`src/psprq_pkg.sv`:
```
// ============================================================================
// psprq_pkg
// Shared types and codes for the process slot pool and ready queue block.
// ============================================================================
package psprq_pkg;

    localparam int SLOT_W = 3;

    typedef enum logic [1:0] {
        ACT_ALLOC   = 2'd0,
        ACT_RELEASE = 2'd1,
        ACT_APPEND  = 2'd2,
        ACT_POP     = 2'd3
    } action_t;

    typedef struct packed {
        action_t             action;
        logic [SLOT_W-1:0]   slot;
    } in_word_t;

    typedef struct packed {
        logic [SLOT_W-1:0]   slot_out;
        logic                ok;
    } out_word_t;

    // Commands to the taken-bit tracker.
    typedef struct packed {
        logic alloc;
        logic free;
    } taken_cmd_t;

endpackage

```
`src/psprq_link_ram.sv`:
```
// ============================================================================
// psprq_link_ram
// Single write port, single read port link memory with a registered read.
// ============================================================================
module psprq_link_ram #(
    parameter int DEPTH = 8,
    parameter int WIDTH = 3
) (
    input  logic                     clk,
    input  logic                     we,
    input  logic [$clog2(DEPTH)-1:0] waddr,
    input  logic [WIDTH-1:0]         wdata,
    input  logic                     re,
    input  logic [$clog2(DEPTH)-1:0] raddr,
    output logic [WIDTH-1:0]         rdata
);

    logic [WIDTH-1:0] mem [DEPTH];
    logic [WIDTH-1:0] rdata_reg;

    always_ff @(posedge clk)
    begin
        if (we)
        begin
            mem[waddr] <= wdata;
        end
        if (re)
        begin
            rdata_reg <= mem[raddr];
        end
    end

    assign rdata = rdata_reg;

endmodule

```
`src/psprq_alloc.sv`:
```
// ============================================================================
// psprq_alloc
// Taken bits of the slot pool and a registered lowest-free-slot search.
// ============================================================================
module psprq_alloc #(
    parameter int POOL_SIZE = 8
) (
    input  logic                         clk,
    input  logic                         rst_n,
    input  psprq_pkg::taken_cmd_t        cmd,
    input  logic [$clog2(POOL_SIZE)-1:0] free_idx,
    output logic [$clog2(POOL_SIZE)-1:0] first_free,
    output logic                         any_free
);
    import psprq_pkg::*;

    localparam int IW = $clog2(POOL_SIZE);

    logic [POOL_SIZE-1:0] taken_reg;
    logic [IW-1:0]        first_free_reg;
    logic                 any_free_reg;
    logic [IW-1:0]        first_free_next;
    logic                 any_free_next;

    // Lowest clear bit of the taken vector; the result is registered so the
    // search sits alone between flops.
    always_comb
    begin
        first_free_next = '0;
        any_free_next   = 1'b0;
        for (int i = POOL_SIZE - 1; i >= 0; i--)
        begin
            if (!taken_reg[i])
            begin
                first_free_next = IW'(i);
                any_free_next   = 1'b1;
            end
        end
    end

    always_ff @(posedge clk or negedge rst_n)
    begin
        if (!rst_n)
        begin
            taken_reg      <= '0;
            first_free_reg <= '0;
            any_free_reg   <= 1'b1;
        end
        else
        begin
            if (cmd.alloc)
            begin
                taken_reg[first_free_reg] <= 1'b1;
            end
            if (cmd.free)
            begin
                taken_reg[free_idx] <= 1'b0;
            end
            first_free_reg <= first_free_next;
            any_free_reg   <= any_free_next;
        end
    end

    assign first_free = first_free_reg;
    assign any_free   = any_free_reg;

endmodule

```
`src/process_slot_pool_ready_queue.sv`:
```
// ============================================================================
// process_slot_pool_ready_queue
// Pool of process slots with a FIFO ready queue linked through the slots.
// ============================================================================
//
//  Channel   Signals                          Carries
//  -------   -------------------------------  ------------------------------
//  input     in_valid, in_ready, in_data      action and slot, one word
//  output    out_valid, out_ready, out_data   slot_out and ok, one word
//
// Every word passes an accept cycle, which issues reads of the next and
// previous link memories, and an execute cycle, which uses the read data,
// writes back the neighbor links and loads the output register.
// A new word waits until the previous one has left the execute cycle, as
// the registered link reads must come ahead of the read-modify-write.
// Reset frees every slot and empties the queue at once; link valid bits live
// in flops, so no clearing pass is needed.
// A stalled output holds the execute cycle; a new word is accepted as soon as
// the previous one has moved into the output register.
//
module process_slot_pool_ready_queue #(
    parameter int POOL_SIZE = 8
) (
    input  logic                 clk,
    input  logic                 rst_n,
    input  logic                 in_valid,
    output logic                 in_ready,
    input  psprq_pkg::in_word_t  in_data,
    output logic                 out_valid,
    input  logic                 out_ready,
    output psprq_pkg::out_word_t out_data
);
    import psprq_pkg::*;

    localparam int IW = $clog2(POOL_SIZE);

    typedef enum logic {
        S_IDLE,
        S_EXEC
    } state_t;

    state_t     state_reg;
    logic       out_valid_reg;
    out_word_t  out_data_reg;
    action_t    act_reg;
    logic [IW-1:0] idx_reg;
    logic       inr_reg;

    // Queue pointers and per-slot link valid bits.
    logic [IW-1:0]        head_reg, head_next;
    logic [IW-1:0]        tail_reg, tail_next;
    logic                 empty_reg, empty_next;
    logic [POOL_SIZE-1:0] nvalid_reg, nvalid_next;
    logic [POOL_SIZE-1:0] pvalid_reg, pvalid_next;

    logic          accept;
    logic          fire;
    logic [IW-1:0] in_idx;
    logic          in_range;

    // Link memory ports.
    logic          n_we, p_we;
    logic [IW-1:0] n_waddr, p_waddr;
    logic [IW-1:0] n_wdata, p_wdata;
    logic [IW-1:0] n_raddr;
    logic [IW-1:0] nx, pv;

    // Taken-bit tracker.
    taken_cmd_t    tcmd;
    logic [IW-1:0] first_free;
    logic          any_free;

    logic          queued;
    out_word_t     res;

    assign in_ready = (state_reg == S_IDLE);
    assign accept   = in_valid && in_ready;
    assign fire     = (state_reg == S_EXEC) && (!out_valid_reg || out_ready);
    assign in_idx   = IW'(in_data.slot);
    assign in_range = (32'(in_data.slot) < 32'(POOL_SIZE));

    // Pop reads the head's next link; release reads both links of its slot.
    assign n_raddr = (in_data.action == ACT_POP) ? head_reg : in_idx;

    psprq_link_ram #(
        .DEPTH (POOL_SIZE),
        .WIDTH (IW)
    ) u_next_ram (
        .clk   (clk),
        .we    (n_we),
        .waddr (n_waddr),
        .wdata (n_wdata),
        .re    (accept),
        .raddr (n_raddr),
        .rdata (nx)
    );

    psprq_link_ram #(
        .DEPTH (POOL_SIZE),
        .WIDTH (IW)
    ) u_prev_ram (
        .clk   (clk),
        .we    (p_we),
        .waddr (p_waddr),
        .wdata (p_wdata),
        .re    (accept),
        .raddr (in_idx),
        .rdata (pv)
    );

    psprq_alloc #(
        .POOL_SIZE (POOL_SIZE)
    ) u_alloc (
        .clk        (clk),
        .rst_n      (rst_n),
        .cmd        (tcmd),
        .free_idx   (idx_reg),
        .first_free (first_free),
        .any_free   (any_free)
    );

    // A slot is in the queue when it is the head or has a valid predecessor.
    assign queued = !empty_reg && ((head_reg == idx_reg) || pvalid_reg[idx_reg]);

    // Execute cycle: all updates are computed here and committed on fire.
    always_comb
    begin
        head_next   = head_reg;
        tail_next   = tail_reg;
        empty_next  = empty_reg;
        nvalid_next = nvalid_reg;
        pvalid_next = pvalid_reg;
        n_we        = 1'b0;
        n_waddr     = '0;
        n_wdata     = '0;
        p_we        = 1'b0;
        p_waddr     = '0;
        p_wdata     = '0;
        tcmd        = '0;
        res         = '0;

        if (fire)
        begin
            case (act_reg)
                ACT_ALLOC:
                begin
                    if (any_free)
                    begin
                        tcmd.alloc   = 1'b1;
                        res.slot_out = SLOT_W'(first_free);
                        res.ok       = 1'b1;
                    end
                end
                ACT_RELEASE:
                begin
                    if (inr_reg)
                    begin
                        tcmd.free = 1'b1;
                        res.ok    = 1'b1;
                        if (queued)
                        begin
                            if (nvalid_reg[idx_reg] && pvalid_reg[idx_reg])
                            begin
                                p_we    = 1'b1;
                                p_waddr = nx;
                                p_wdata = pv;
                                n_we    = 1'b1;
                                n_waddr = pv;
                                n_wdata = nx;
                            end
                            else if (nvalid_reg[idx_reg])
                            begin
                                head_next       = nx;
                                pvalid_next[nx] = 1'b0;
                            end
                            else if (pvalid_reg[idx_reg])
                            begin
                                tail_next       = pv;
                                nvalid_next[pv] = 1'b0;
                            end
                            else
                            begin
                                empty_next = 1'b1;
                                head_next  = '0;
                                tail_next  = '0;
                            end
                            nvalid_next[idx_reg] = 1'b0;
                            pvalid_next[idx_reg] = 1'b0;
                        end
                    end
                end
                ACT_APPEND:
                begin
                    if (inr_reg && !queued)
                    begin
                        res.ok               = 1'b1;
                        nvalid_next[idx_reg] = 1'b0;
                        pvalid_next[idx_reg] = 1'b0;
                        if (empty_reg)
                        begin
                            head_next  = idx_reg;
                            tail_next  = idx_reg;
                            empty_next = 1'b0;
                        end
                        else
                        begin
                            n_we                  = 1'b1;
                            n_waddr               = tail_reg;
                            n_wdata               = idx_reg;
                            nvalid_next[tail_reg] = 1'b1;
                            p_we                  = 1'b1;
                            p_waddr               = idx_reg;
                            p_wdata               = tail_reg;
                            pvalid_next[idx_reg]  = 1'b1;
                            tail_next             = idx_reg;
                        end
                    end
                end
                ACT_POP:
                begin
                    if (!empty_reg)
                    begin
                        res.slot_out = SLOT_W'(head_reg);
                        res.ok       = 1'b1;
                        nvalid_next[head_reg] = 1'b0;
                        pvalid_next[head_reg] = 1'b0;
                        if ((head_reg == tail_reg) || !nvalid_reg[head_reg])
                        begin
                            empty_next = 1'b1;
                            head_next  = '0;
                            tail_next  = '0;
                        end
                        else
                        begin
                            head_next       = nx;
                            pvalid_next[nx] = 1'b0;
                        end
                    end
                end
                default:
                begin
                    res = '0;
                end
            endcase
        end
    end

    always_ff @(posedge clk or negedge rst_n)
    begin
        if (!rst_n)
        begin
            head_reg   <= '0;
            tail_reg   <= '0;
            empty_reg  <= 1'b1;
            nvalid_reg <= '0;
            pvalid_reg <= '0;
        end
        else
        begin
            head_reg   <= head_next;
            tail_reg   <= tail_next;
            empty_reg  <= empty_next;
            nvalid_reg <= nvalid_next;
            pvalid_reg <= pvalid_next;
        end
    end

    // Sequencer, held word and output register.
    always_ff @(posedge clk or negedge rst_n)
    begin
        if (!rst_n)
        begin
            state_reg     <= S_IDLE;
            out_valid_reg <= 1'b0;
            out_data_reg  <= '0;
            act_reg       <= ACT_ALLOC;
            idx_reg       <= '0;
            inr_reg       <= 1'b0;
        end
        else
        begin
            case (state_reg)
                S_IDLE:
                begin
                    if (accept)
                    begin
                        act_reg   <= in_data.action;
                        idx_reg   <= in_idx;
                        inr_reg   <= in_range;
                        state_reg <= S_EXEC;
                    end
                end
                S_EXEC:
                begin
                    if (fire)
                    begin
                        state_reg <= S_IDLE;
                    end
                end
                default:
                begin
                    state_reg <= S_IDLE;
                end
            endcase

            if (fire)
            begin
                out_valid_reg <= 1'b1;
                out_data_reg  <= res;
            end
            else if (out_ready)
            begin
                out_valid_reg <= 1'b0;
            end
        end
    end

    assign out_valid = out_valid_reg;
    assign out_data  = out_data_reg;

endmodule

```
`config.mk`:
```
export PLATFORM = sky130hd
export DESIGN_NAME = process_slot_pool_ready_queue
export DESIGN_NICKNAME = d
export VERILOG_FILES = /design/src/psprq_pkg.sv /design/src/psprq_link_ram.sv /design/src/psprq_alloc.sv /design/src/process_slot_pool_ready_queue.sv
export SDC_FILE = /design/constraint.sdc
export NUM_CORES = 1
export LEC_CHECK = 0
export ABC_CLOCK_PERIOD_IN_PS = 8300
export BUFFER_PORTS_ARGS = -buffer_cell sky130_fd_sc_hd__buf_4
export CAP_MARGIN = 40
export CORE_ASPECT_RATIO = 1.1
export CORE_MARGIN = 3
export CORE_UTILIZATION = 50
export CTS_CLUSTER_DIAMETER = 40
export DETAILED_ROUTE_END_ITERATION = 7
export GPL_ROUTABILITY_DRIVEN = 1
export PLACE_DENSITY = 0.76
export SETUP_SLACK_MARGIN = 0.02
export SLEW_MARGIN = 15
export SYNTH_ARGS = -nofsm -noshare
export SYNTH_HDL_FRONTEND = slang
export SYNTH_SLANG_ARGS = --single-unit
```
`constraint.sdc`:
```
create_clock -name clk -period 8.3 [get_ports clk]
set_input_delay 0.83 -clock clk [delete_from_list [all_inputs] [get_ports clk]]
set_output_delay 0.83 -clock clk [all_outputs]
set_load 0.1 [all_outputs]
```
# Word-level counts from Yosys, hierarchy flattened
# Memory sizes are Yosys's and may differ from the RTL's. A register that Yosys moved wholly into a read port is not among the register bits.
# Cells that the tools add are included.
# word_totals
output_inout_bits,6
mem_count,2
ram_bits,48
wordCells,218
reg_bits,47
# mem_list
name,depth,width,read_ports,rd_clocked_by_memory_dff,wr,line_no,text
u_next_ram.mem,8,3,1,1,1,psprq_link_ram.sv:18,logic [WIDTH-1:0] mem [DEPTH];
u_prev_ram.mem,8,3,1,1,1,psprq_link_ram.sv:18,
# op_classes
reduce_logical,26
n_bitwise,18
n_lt_le_gt_ge,12
eq_ne,16
n_mux,129
# op_table
cell,count
8-bit two-way mux,26
3-bit two-way mux,38
8-bit bitwise AND,10
8-bit one-hot mux with 3 select lines,2
1-bit two-way mux,42
8-bit NOT,4
3-bit by 4-bit less-than comparator with 1-bit output (second input constant),6
8-bit OR,3
1-bit demux with 3-bit select,6
3-bit by 1-bit greater-or-equal comparator with 1-bit output (second input constant),6
2-bit != test (second input constant),9
3-bit one-hot mux with 2 select lines,3
3-bit one-hot mux with 3 select lines,2
9-bit AND reduction,2
1-bit logical AND,11
1-bit binary-select mux with 3-bit select,3
4-bit two-way mux,2
8-bit AND reduction,1
2-bit equality test (second input constant),3
3-bit equality test,2
6-bit AND reduction,1
1-bit logical NOT,4
1-bit one-hot mux with 2 select lines,2
1-bit one-hot mux with 4 select lines,1
other kinds (10),12

# Depth between registers and ports, before layout
# Gate-level depths: netlist (run 1).
# logic_depth
depth_word,17
mapped_depth,9
depth_no_buf,8

# Modules after synthesis
# From an unflattened synthesis (run 1), not the netlist that was laid out.
# unflattened
cells_unflattened,522
area_unflattened_um2,5714.2
# modules_own_cells
mod,area_each_um2,seq_area_each_um2,n_inst,cells_per_inst
process_slot_pool_ready_queue,3040.4,877.1,1,371
psprq_link_ram,1072.3,810.8,2,50
psprq_alloc,529.3,301.5,1,51

# Worst setup path before layout (run 1)
# No wires, ideal clock.
# synth_timing
path_kind,input to register
startpoint,input port in_data[0] (netlist name)
endpoint,"register u_next_ram.rdata_reg[0], in the netlist u_next_ram.rdata[0], read port of u_next_ram.mem (data pin)"
n_path_buf,1
required_time_ps,8040
t_arrival_ps,2529
stages,4
setup_ps,260
slack_ps,5511
cell_sequence,clkbuf_1 mux2i_1 mux4_2 mux2_2
# synth_via
elab_chain_len,1
# synth_rtl
item,line_no,text
from (decl),process_slot_pool_ready_queue.sv:28,"input psprq_pkg::in_word_t in_data,"
3-bit two-way mux,process_slot_pool_ready_queue.sv:83,assign n_raddr = (in_data.action == ACT_POP) ? head_reg : in_idx;
to (decl),psprq_link_ram.sv:19,logic [WIDTH-1:0] rdata_reg;
# No other way between the ends.
# A chain may end at the register's enable or synchronous reset.

# Final worst setup path (run 1)
# layout_timing
startpoint,register act_reg[0]
endpoint,memory u_prev_ram.mem[6][1] (enable)
# layout_via
elab_chain_len,5
elab_cells_between_ends,8
classes_between,eq/ne (2); mux (6)
# layout_rtl
item,line_no,text
from (decl),process_slot_pool_ready_queue.sv:45,action_t act_reg;
from (signal assigned),process_slot_pool_ready_queue.sv:287,act_reg <= in_data.action;
2-bit equality test / 2-bit by 1-bit equality test with 1-bit output (equally long branches),process_slot_pool_ready_queue.sv:144,case (act_reg)
1-bit one-hot mux with 2 select lines,process_slot_pool_ready_queue.sv:144,
1-bit two-way mux,process_slot_pool_ready_queue.sv:142,if (fire)
1-bit two-way mux,psprq_link_ram.sv:23,if (we)
1-bit two-way mux (implied by the code),psprq_link_ram.sv:25,mem[waddr] <= wdata;
to (decl),psprq_link_ram.sv:18,
# Parallel ways exist; a longest one is shown, timed or not.

==> results of run 1 <==
## through the flow
step / utilization / power (W) / setup slack (ns)
2_1_floorplan: - / 0.00119 / 5.51
3_3_place_gp: 0.527 / 0.00132 / 4.90
3_5_place_dp: 0.527 / 0.00133 / 4.81
4_1_cts: 0.554 / 0.00175 / 4.79
5_1_grt: 0.557 / 0.00185 / 4.68
6_report: 0.557 / 0.00177 / 4.92
## worst max-delay path, cell delays in order, from the launching register on
cell and delay, ns:
dfrtp_1 0.40, inv_1 0.10, ha_1 0.61, nor2b_1 0.30, o311a_1 0.24, and2_1 0.38, o211ai_1 0.29, nor4b_1 0.67
## routing by layer
layer	part of all wire	global-route usage	routed length, µm	up-vias
met5	0	0	0	-
li1	-	-	-	1902
met1	0.40	0.295	5590	2075
met3	0.085	0.0431	1190	43
met4	0.023	0.0837	323	0
met2	0.49	0.370	6920	228
## area by class of cell
| type | instances | area, µm² |
|---|---|---|
| Clock buffer | 9 | 225 |
| Clock inverter | 7 | 68.8 |
| Sequential cell | 101 | 2800 |
| Fill cell | 919 | 4900 |
| Tap cell | 147 | 184 |
| Multi-Input combinational cell | 338 | 2660 |
| Inverter | 18 | 67.6 |
| Timing Repair Buffer | 19 | 158 |
## path summary, 6_finish.rpt
kind / from / to / slack (ns)
max: act_reg[0] / u_prev_ram.mem[6][1] / 4.92
max in group asynchronous: rst_n / tail_reg[0] / 7.41
min in group clk: u_alloc.taken_reg[1] / u_alloc.first_free[0] / 0.50
min reg2reg: u_alloc.taken_reg[1] / u_alloc.first_free[0] / 0.50
min: rst_n / u_alloc.taken_reg[3] / 0.50
max reg2reg: act_reg[0] / u_prev_ram.mem[6][1] / 4.92
## cells in the mapped netlist, drive strengths merged (12+ instances only)
master | number | area share
nor2 | 31 | 0.020
clkbuf | 24 | 0.016
o21ai | 13 | 0.011
inv | 17 | 0.011
edfxtp | 54 | 0.28
mux4 | 17 | 0.067
a221o | 14 | 0.024
nor3 | 13 | 0.012
buf | 14 | 0.021
mux2i | 18 | 0.031
nand2 | 33 | 0.022
dfrtp | 45 | 0.20
a31oi | 16 | 0.020
nand3 | 12 | 0.011
mux2 | 20 | 0.041
a21oi | 27 | 0.024
## where the power goes
part	switching [W]	internal, W
Sequential	0.000130	0.000600
Clock	0.000203	0.000212
Combinational	0.000392	0.000231
Total	0.000725	0.00104
## logic make-up (layout without fill, tap and decap cells)
kind of cell	after synthesis	count (layout)	synth area share
AND/OR/NAND/NOR	152	152	0.145
AO/OA/AOI/OAI	121	121	0.162
flip-flops	101	101	0.488
buffers and inverters	56	53	0.0484
multiplexers	55	55	0.139
XOR/XNOR	6	6	0.00916
adder cells (fa/ha/maj)	4	4	0.00872
==> results.json, run 1 <==
{
  "layout_commonest_cell": "edfxtp_1",
  "avgSynthCellArea_um2": 11.6,
  "place_congestion": 0.903,
  "final_cell_mix": "edfxtp_1, dfrtp_1, nand2_1",
  "num_rows": 40,
  "skew_ns": 0.0112,
  "cts_setup_buffers": 0,
  "drt_pass1_iterations": 8,
  "p_leak_nw": 2.33,
  "status": "complete, no violations",
  "ys_ff_latch": 101,
  "r2r_cells": 7,
  "peakVddDrop_uv": 196,
  "crit_type": "flip-flop to flip-flop",
  "cp-start-kind": "flip-flop",
  "cts_tree": "built",
  "slew_headroom": 0.376,
  "finalCritPeriodShare": 0.407,
  "ant_nets": 0,
  "synth_cell_types": 67,
  "synth_nets": 508,
  "die_area_mm2": 0.0128,
  "cts-htree-levels": 3,
  "reg_top3": "u_next_ram.mem (24), u_prev_ram.mem (24)",
  "syn_area_mm2": 0.00574,
  "hold_viol": 0,
  "cts_hold_buf": 0,
  "drive_above_1_share": 0.165,
  "max_clock_freq_mhz": 296,
  "drt_wl_total_mm": 14.0,
  "drtIter0Drc": 482,
  "cts.sinks": 101,
  "placed_area_mm2": 0.00583,
  "vias_per_cell": 6.65,
  "grt_pass1_wl_mm": 22.5,
  "diodes": 0,
  "syn_inst": 495,
  "grt_overflow": 0,
  "dp_hpwl_mm": 9.70,
  "tns_ns": 0,
  "setup-violations-final": 0,
  "critPathCaptureType": "flip-flop",
  "via_count": 4248,
  "port_buffers": 14,
  "cp.arrival_ns": 3.36,
  "grt_max_degree": 48,
  "fin_area_mm2": 0.00616,
  "tightestPinTransition_ns": 0.936,
  "antenna_found_initial": 0,
  "async_flop_share": 0.465,
  "cts_resized": 0,
  "dpl.cell_count": 620,
  "grt_pass1_vias": 4308,
  "fp.dieH_um": 118,
  "rsz0062_at_grt": "false",
  "synth_edf_count": 54,
  "nets": 500,
  "yosysWarnings": 0,
  "powerDensity_mw_per_mm2": 287,
  "critical_path_peak_fanout": 20,
  "worstPathRequired_ns": 8.28,
  "clock_latency_ns": 0.35,
  "floorplan.initialDensity": 0.519,
  "synth_ff_type": "edfxtp_1",
  "grt.total_usage": 0.225,
  "clk_pin_slew_ns": 0.07,
  "hold_ws_ns": 0.495,
  "area_growth_pct": 7.41,
  "wl_per_cell_um": 21.9,
  "stdcell_count": 639,
  "cts_buffers": 9,
  "clockBufferDepth": 2,
  "maxCapViolCount": 0,
  "ios": 15,
  "maxSlewViolCount": 0,
  "fp.dieW_um": 108,
  "core_region_area_mm2": 0.0111,
  "finalCriticalPeriod_ns": 3.38,
  "cts-root-buf": "clkbuf_16",
  "drc": 0,
  "worstHoldPathType": "input pin to async pin",
  "seq_area_frac_synth": 0.488
}
Power figures use the tool's default switching activity.
==> inputs of run 2 (changes only) <==
--- a/config.mk
+++ b/config.mk
@@ -5,7 +5,7 @@
 export SDC_FILE = /design/constraint.sdc
 export NUM_CORES = 1
 export LEC_CHECK = 0
-export ABC_CLOCK_PERIOD_IN_PS = 8300
+export ABC_CLOCK_PERIOD_IN_PS = 3300
 export BUFFER_PORTS_ARGS = -buffer_cell sky130_fd_sc_hd__buf_4
 export CAP_MARGIN = 40
 export CORE_ASPECT_RATIO = 1.1
==> constraint.sdc (replaced) <==
create_clock -name clk -period 3.3 [get_ports clk]
set_input_delay 0.33 -clock clk [delete_from_list [all_inputs] [get_ports clk]]
set_output_delay 0.33 -clock clk [all_outputs]
set_load 0.1 [all_outputs]
==> results.json, run 2 (synthesis gave the netlist of run 1 again) <==
{
  "grt_pass1_vias": 4351,
  "max_clock_freq_mhz": 334,
  "cp.arrival_ns": 2.98,
  "critPathCaptureType": "flip-flop",
  "final_cell_mix": "edfxtp_1, dfrtp_1, nand2_1",
  "hold_viol": 39,
  "clock_latency_ns": 0.35,
  "drt-met1-wl_mm": 5.76,
  "tightestPinTransition_ns": 0.709,
  "critical_path_peak_fanout": 9,
  "place_congestion": 0.921,
  "drt_pass1_iterations": 5,
  "powerDensity_mw_per_mm2": 715,
  "cts_tree": "built",
  "peakVddDrop_uv": 438,
  "cts_buffers": 9,
  "drc": 0,
  "violations": "negative hold slack",
  "clkPwrFrac": 0.229,
  "worstHoldPathType": "input pin to async pin",
  "placed_area_mm2": 0.00594,
  "diodes": 0,
  "grt_max_degree": 48,
  "wl_per_cell_um": 21.8,
  "layout_commonest_cell": "edfxtp_1",
  "ios": 15,
  "fp.dieH_um": 118,
  "setup-violations-final": 0,
  "highest_layer": "met4",
  "skew_ns": 0.00918,
  "via_count": 4311,
  "p_leak_nw": 2.37,
  "worstPathRequired_ns": 3.29,
  "finalCritPeriodShare": 0.906,
  "drt_wl_total_mm": 14.2,
  "num-fill-cells": 906,
  "fp.dieW_um": 108,
  "grt_overflow": 0,
  "clk_pin_slew_ns": 0.07,
  "cts-root-buf": "clkbuf_16",
  "path_buf_inv": 0,
  "fin_area_mm2": 0.00623,
  "floorplan.initialDensity": 0.519,
  "reg_top3": "u_next_ram.mem (24), u_prev_ram.mem (24)",
  "num_rows": 40,
  "cts-htree-levels": 3,
  "maxCapViolCount": 0,
  "pre_cts_ws_ns": 0.295,
  "crit_chain": "mux2_1, mux4_2, and3_4, a22o_1, nor4_1",
  "seqPwrFrac": 0.402,
  "nets": 511,
  "tns_ns": 0,
  "vias_per_cell": 6.64,
  "antenna_found_initial": 0,
  "p_sw_frac": 0.406,
  "grt_pass1_wl_mm": 22.7,
  "drive_above_1_share": 0.185,
  "critPathMaxStageDelay_ns": 0.60,
  "cp-start-kind": "flip-flop",
  "slew_headroom": 0.525,
  "maxSlewViolCount": 0,
  "ant_nets": 0,
  "cts_hold_buf": 0,
  "die_area_mm2": 0.0128,
  "pwr-share-comb": 0.368,
  "crit_family": "multiplexers",
  "finalCriticalPeriod_ns": 2.99,
  "port_buffers": 14,
  "cts.sinks": 101,
  "met3WireLength_um": 926,
  "dp_hpwl_mm": 10.0,
  "drtIter0Drc": 332,
  "slowest_stage": "dfrtp_1",
  "crit_type": "flip-flop to flip-flop",
  "grt.total_usage": 0.229,
  "area_growth_pct": 8.55,
  "clockBufferDepth": 2,
  "status": "finished with violations",
  "wl_met2_mm": 7.15,
  "power.switching_w": 0.00181,
  "final.setup.worst_slack_ns": 0.310,
  "core_region_area_mm2": 0.0111,
  "final_util": 0.563,
  "hold_ws_ns": -0.0105,
  "p_int_w": 0.00264,
  "rsz0062_at_grt": "false"
}
==> run 2: cell types whose count changed in the layout (fill, tap and decap cells not counted), sizes merged <==
cell      delta
clkbuf       -1
clkinvlp     +2
clkinv       -2
inv          -1
buf         +12
==> run 2: path summary, 6_finish.rpt <==
path / startpoint / to / slack (ns) / depth (start not counted)
min in group clk: in_data[4] / act_reg[1] / 0.19 / 3
max in group asynchronous: rst_n / tail_reg[2] / 2.91 / 1
min: rst_n / out_data[1] / -0.01 / 1
min reg2reg: out_data[2] / out_data[2] / 0.52 / 1
max: idx_reg[0] / u_next_ram.mem[2][0] / 0.31 / 5
max reg2reg: idx_reg[0] / u_next_ram.mem[2][0] / 0.31 / 5
==> run 2: power groups by stage <==
stage	sequential (W)	combinational (W)	clock, W
2_1_floorplan	0.00178	0.00121	0
3_3_place_gp	0.00180	0.00158	0
3_5_place_dp	0.00180	0.00162	0
4_1_cts	0.00178	0.00162	0.00103
5_1_grt	0.00181	0.00178	0.00109
6_report	0.00179	0.00164	0.00102
==> run 2: metrics by stage <==
stage                     hold WS [ns]  power [W]  std cells
final                          -0.0105    0.00445        649
after global routing            0.0433    0.00468        649
after CTS                       0.0139    0.00444        649
after detailed placement         0.389    0.00342        634
after global placement           0.373    0.00338        634
after floorplan                 0.0344    0.00299        495
==> run 2: what timing repair did <==
item,4_1_cts,5_1_grt
endpoints found under the setup margin,0,3
buffers inserted,0,0
resized for setup,0,1
==> run 2: routing by layer <==
layer	vias up	global-route usage
li1	1918	-
met2	201	0.391
met5	-	0
met4	0	0.0789
met1	2152	0.289
met3	40	0.0442
==> run 2: worst reg2reg max path, stage by stage (launching register included) <==
cell and delay [ns]:
dfrtp_1 0.60, mux2_1 0.37, mux4_2 0.58, and3_4 0.25, a22o_1 0.28, nor4_1 0.55
==> run 2: cell type report <==
type                            count  area, µm²  area share
Sequential cell                   101       2800       0.449
Multi-Input combinational cell    338       2670       0.428
Clock buffer                        9        225      0.0362
Timing Repair Buffer               30        225      0.0362
Tap cell                          147        184      0.0295
Inverter                           18       67.6      0.0108
Clock inverter                      6       60.1     0.00964
